<file path="src/sv/salc_pkg.sv">
// ----------------------------------------------------------------------------
// salc_pkg
// Shared item types and controller states for the set-associative cache
// tag and replacement controller.
// ----------------------------------------------------------------------------
package salc_pkg;

  localparam int ADDR_W = 32;

  // Access kind codes
  localparam logic MODE_READ  = 1'b0;
  localparam logic MODE_WRITE = 1'b1;

  typedef struct packed {
    logic              mode;
    logic [ADDR_W-1:0] address;
  } in_item_t;

  typedef struct packed {
    logic              hit;
    logic [1:0]        way_used;
    logic              write_back;
    logic [ADDR_W-1:0] evicted_address;
  } out_item_t;

  typedef enum logic [1:0] {
    ST_CLEAR,
    ST_IDLE,
    ST_LOOKUP
  } state_t;

endpackage

</file>
<file path="src/sv/salc_update.sv">
// ----------------------------------------------------------------------------
// salc_update
// Tag compare, victim choice and LRU update for one set row. Produces the
// row to write back and the result item.
// ----------------------------------------------------------------------------
module salc_update #(
  parameter int NUM_SETS    = 64,
  parameter int NUM_WAYS    = 4,
  parameter int BLOCK_BYTES = 32
) (
  input  logic [(NUM_WAYS * (32 - $clog2(BLOCK_BYTES) - $clog2(NUM_SETS)
                 + ((NUM_WAYS > 1) ? $clog2(NUM_WAYS) : 1) + 2))-1:0] row,
  input  salc_pkg::in_item_t  item,
  output logic [(NUM_WAYS * (32 - $clog2(BLOCK_BYTES) - $clog2(NUM_SETS)
                 + ((NUM_WAYS > 1) ? $clog2(NUM_WAYS) : 1) + 2))-1:0] new_row,
  output salc_pkg::out_item_t result
);

  localparam int OFF_W     = $clog2(BLOCK_BYTES);
  localparam int SET_BITS  = $clog2(NUM_SETS);
  localparam int SET_IDX_W = (NUM_SETS > 1) ? SET_BITS : 1;
  localparam int TAG_W     = salc_pkg::ADDR_W - OFF_W - SET_BITS;
  localparam int ORD_W     = (NUM_WAYS > 1) ? $clog2(NUM_WAYS) : 1;
  localparam int WAY_W     = ORD_W;
  localparam int WAY_BITS  = TAG_W + ORD_W + 2;
  localparam int DIRTY_POS = TAG_W + ORD_W;
  localparam int VALID_POS = TAG_W + ORD_W + 1;
  localparam logic [ORD_W-1:0] ORD_OLDEST = ORD_W'(NUM_WAYS - 1);

  logic [TAG_W-1:0]     tag_in;
  logic [SET_IDX_W-1:0] set_idx;

  assign tag_in  = TAG_W'(item.address >> (OFF_W + SET_BITS));
  assign set_idx = SET_IDX_W'((item.address >> OFF_W) & 32'(NUM_SETS - 1));

  always_comb begin
    logic [TAG_W-1:0] tag_w;
    logic [ORD_W-1:0] ord_w;
    logic             vld_w;
    logic             drt_w;
    logic             hit_any;
    logic [WAY_W-1:0] hit_way;
    logic [ORD_W-1:0] hit_ord;
    logic             inv_any;
    logic [WAY_W-1:0] inv_way;
    logic [WAY_W-1:0] lru_way;
    logic [TAG_W-1:0] lru_tag;
    logic             lru_dirty;
    logic [WAY_W-1:0] tgt_way;
    logic             evict;

    hit_any   = 1'b0;
    hit_way   = '0;
    hit_ord   = '0;
    inv_any   = 1'b0;
    inv_way   = '0;
    lru_way   = '0;
    lru_tag   = '0;
    lru_dirty = 1'b0;

    // Descending scan: the lowest matching way wins
    for (int w = NUM_WAYS - 1; w >= 0; w--) begin
      tag_w = row[w*WAY_BITS +: TAG_W];
      ord_w = row[w*WAY_BITS + TAG_W +: ORD_W];
      drt_w = row[w*WAY_BITS + DIRTY_POS];
      vld_w = row[w*WAY_BITS + VALID_POS];
      if (vld_w && (tag_w == tag_in)) begin
        hit_any = 1'b1;
        hit_way = WAY_W'(w);
        hit_ord = ord_w;
      end
      if (!vld_w) begin
        inv_any = 1'b1;
        inv_way = WAY_W'(w);
      end
      // Valid orders form a permutation, so the oldest holds the top value
      if (vld_w && (ord_w == ORD_OLDEST)) begin
        lru_way   = WAY_W'(w);
        lru_tag   = tag_w;
        lru_dirty = drt_w;
      end
    end

    tgt_way = hit_any ? hit_way : (inv_any ? inv_way : lru_way);
    evict   = !hit_any && !inv_any && lru_dirty;

    new_row = row;
    for (int w = 0; w < NUM_WAYS; w++) begin
      tag_w = row[w*WAY_BITS +: TAG_W];
      ord_w = row[w*WAY_BITS + TAG_W +: ORD_W];
      drt_w = row[w*WAY_BITS + DIRTY_POS];
      vld_w = row[w*WAY_BITS + VALID_POS];
      if (WAY_W'(w) == tgt_way) begin
        new_row[w*WAY_BITS +: TAG_W]         = hit_any ? tag_w : tag_in;
        new_row[w*WAY_BITS + TAG_W +: ORD_W] = '0;
        new_row[w*WAY_BITS + DIRTY_POS]      = hit_any ? (drt_w | item.mode) : item.mode;
        new_row[w*WAY_BITS + VALID_POS]      = 1'b1;
      end else if (vld_w && (!hit_any || (ord_w <= hit_ord))) begin
        // Age every other valid way on a fill, only the younger ones on a hit
        new_row[w*WAY_BITS + TAG_W +: ORD_W] = ord_w + ORD_W'(1);
      end
    end

    result.hit        = hit_any;
    result.way_used   = 2'(tgt_way);
    result.write_back = evict;
    result.evicted_address = evict ?
      ((32'(lru_tag) << (OFF_W + SET_BITS)) | (32'(set_idx) << OFF_W)) : '0;
  end

endmodule

</file>
<file path="config.mk">
export PLATFORM = sky130hd
export DESIGN_NAME = salc_update
export DESIGN_NICKNAME = d
export VERILOG_FILES = /design/src/sv/salc_pkg.sv /design/src/sv/salc_update.sv
export SDC_FILE = /design/constraint.sdc
export NUM_CORES = 1
export LEC_CHECK = 0
export BUFFER_PORTS_ARGS = -buffer_cell sky130_fd_sc_hd__buf_2
export CELL_PAD_IN_SITES_DETAIL_PLACEMENT = 0
export CELL_PAD_IN_SITES_GLOBAL_PLACEMENT = 1
export CORE_UTILIZATION = 29
export DETAILED_ROUTE_END_ITERATION = 12
export PLACE_DENSITY = 0.82
export SLEW_MARGIN = 20
export SYNTH_ARGS = -nofsm -noshare
export SYNTH_HDL_FRONTEND = slang
export SYNTH_SLANG_ARGS = --single-unit
export TNS_END_PERCENT = 20
</file>
<file path="constraint.sdc">
create_clock -name vclk -period 4
set_input_delay 0.4 -clock vclk [all_inputs]
set_output_delay 0.4 -clock vclk [all_outputs]
set_load 0.05 [all_outputs]
</file>
==> impl_results.md <==
- Post-Route WL: 18,900 µm
- Antenna viol nets, final: 0
- Top Metal Used: met4
- # hold bufs at CTS: 0
- Hold Startpoint: item[8]
- Row count: 42
- Minimum clock period: 3.88 ns
- Tot Pwr: 1110 µW
- Drt first pass iters: 7
- Layout cells sized above 1: 57.9%
- Ys Warns: 0
- Met2 WL: 9590 µm
- CP peak stage delay: 0.56 ns
- Final hold slack: 1.16 ns
- Die area: 0.0142 mm²
- Start point of the critical path: row[93]
- Synth area leaders: xnor2_1 (16%), mux2_2 (15%), a21oi_1 (7.8%)
- Nets: 1,017
- Vias/cell: 5.10
- Final cell count without fillers: 1,046
- Area Overhead vs Synth: 71.6%
- Port-buffer cells: 259
- Final hold vios: 0
- Slowest CP cell: or4_4
- Cell Chain, Critical Path: buf_2, xnor2_2, buf_4, nand4_1, or4_4, a211oi_2, a32o_1, mux2_4, mux2i_1, buf_4, ha_4, a21oi_2, a21oi_2, inv_1, a41oi_2, or3_1, a21oi_2, buf_6
- Top cell type by total area after synthesis: xnor2_1
- Arrival @ worst endpoint: 3.48 ns
- Register Area: 0 µm²
- Synth top area share: 15.9%
- Period utilization: 96.9%
- Cells after Synth: 555
- Fmax: 258 MHz
- Core Area: 0.0133 mm²
- Initial antenna violation count: 0
- PD cells: 163 mW/mm²
- Syn avg cell area: 7.16 µm²
- First-pass GRT wire length: 27,500 µm
- Antenna diode count: 0
- Distinct cell type count after synthesis: 52
- Detailed-route via count: 5,339
- # DRC: 0
- Io pins: 269
- Setup TNS: 0 ns
- Largest net degree at the start of global routing: 44
- PnR worst setup slack: 0.123 ns
- Leak: 0.00319 µW
- Dpl cells: 1,032
- Synth top cells by count: xnor2_1 (72), a21oi_1 (62), nand2_1 (57)
- Critical Path End Type: output port
- Seq/Total Area, Yosys: 0%
- Crit Path Max Fanout: 4
- Worst-margin pin slew: 0.911 ns
- M1 WL: 7860 µm
- VDD IR max: 0.0917 mV
- GRT Resource Usage Total: 24.5%
- Hpwl dp: 14,900 µm
- Chip Width: 119 µm
- Overflow left after global routing: 0
- Die Span Y: 119 µm
- Post-synthesis cell area: 0.00397 mm²
- Metal3 WL: 1090 µm
- Status: complete, no violations
- CP Launch Type: input pin
- Initial Util: 29.9%
- CP required: 3.60 ns
- Post-place setup slack: -0.143 ns
- Final setup fails: 0
- RSZ-0062 raised after global routing: yes
- Max Cap Viol: 0
- Most numerous cell in the Yosys netlist: xnor2_1
- Hold path cells: 4
- Worst slew margin: 39.2%
- Routed len/inst: 18.1 µm
- Clock buf count: 0
- Hold Crit Class: input pin to output port
- Crit Path Class: input pin to output port
- Fin. max-slew vios: 0
- Iter 0 DRT Violations: 272
- Gpl congestion: 0.905
- Vias in the first global route: 4,924
- Sequential cells: 0
- Worst path most repeated cell: a21oi_2
==> kinds of logic (layout without fill, tap and decap cells) <==
| kind of cell | count (synthesis) | in the layout | share of synthesized area [%] |
|---|---|---|---|
| adders and majority gates | 12 | 12 | 3.78 |
| xor gates and xnor gates | 84 | 84 | 18.5 |
| and+or+nand+nor | 176 | 176 | 23.4 |
| muxes | 87 | 87 | 25.5 |
| AOI/OAI and AO/OA | 113 | 113 | 17.9 |
| buffers and inverters | 82 | 393 | 10.8 |
| other | 1 | 5 | 0.0944 |
==> placed cells by master (no fill, tap or decap), types with 4 or more instances in the layout <==
cell      count
buf_8         5
a21oi_2       8
buf_4        95
a22oi_1      22
mux2_2       51
mux2_4       11
nand3b_1      4
nand2_1      57
mux2_1       23
nand4_1      35
xnor2_4      13
buf_6        25
nor2_1       33
xor2_1       10
ha_1          8
a41oi_2       4
o21ai_0      13
nor3_1        4
buf_2       237
xnor2_1      33
a21oi_1      54
xnor2_2      26
inv_1        27
conb_1        5
ha_4          4
or3_1         6
nand3_1       5
==> per-layer routing <==
layer,vias to the layer above,track usage [%]
met5,-,0
met4,0,3.72
met3,24,1.58
met2,235,45.9
met1,2467,31.0
li1,2613,-
==> power breakdown <==
| part | internal, µW | leakage [µW] | switching [µW] | total, µW |
|---|---|---|---|---|
| logic | 417 | 0.00319 | 693 | 1110 |
| clock network | 0 | 0 | 0 | 0 |
| registers | 0 | 0 | 0 | 0 |
==> path summary, 6_finish.rpt <==
kind | to | slack, ns
worst max-delay path | new_row[71] | 0.12
worst min-delay path | result[8] | 1.16
==> critical path: cells and delay by family <==
family          cells  cell delay [ns]
buf+inv             5             0.69
compound gates      6             0.73
simple gates        3             1.02
xor+xnor            1             0.18
mux                 2             0.20
fa+ha+maj           1             0.25
==> metrics by stage <==
step                      util (%)  cell area, µm²
final                         51.3            6820
after global routing          51.3            6820
after CTS                     45.0            5990
after detailed placement      44.5            5910
after global placement        44.5            5910
after floorplan                  -            3990
==> timing repair <==
item | CTS | global route
setup buffers | 0 | 16
setup endpoints to repair | 8 | 8
gates resized for setup | 16 | 122
pin swaps | 1 | 44
==> area by class of cell <==
class,instances,area [µm²]
Multi-Input combinational cell,477,4180
Inverter,28,105
Timing Repair Buffer,365,2320
Tap cell,176,220
Fill cell,1322,6480
Power figures use the tool's default switching activity.
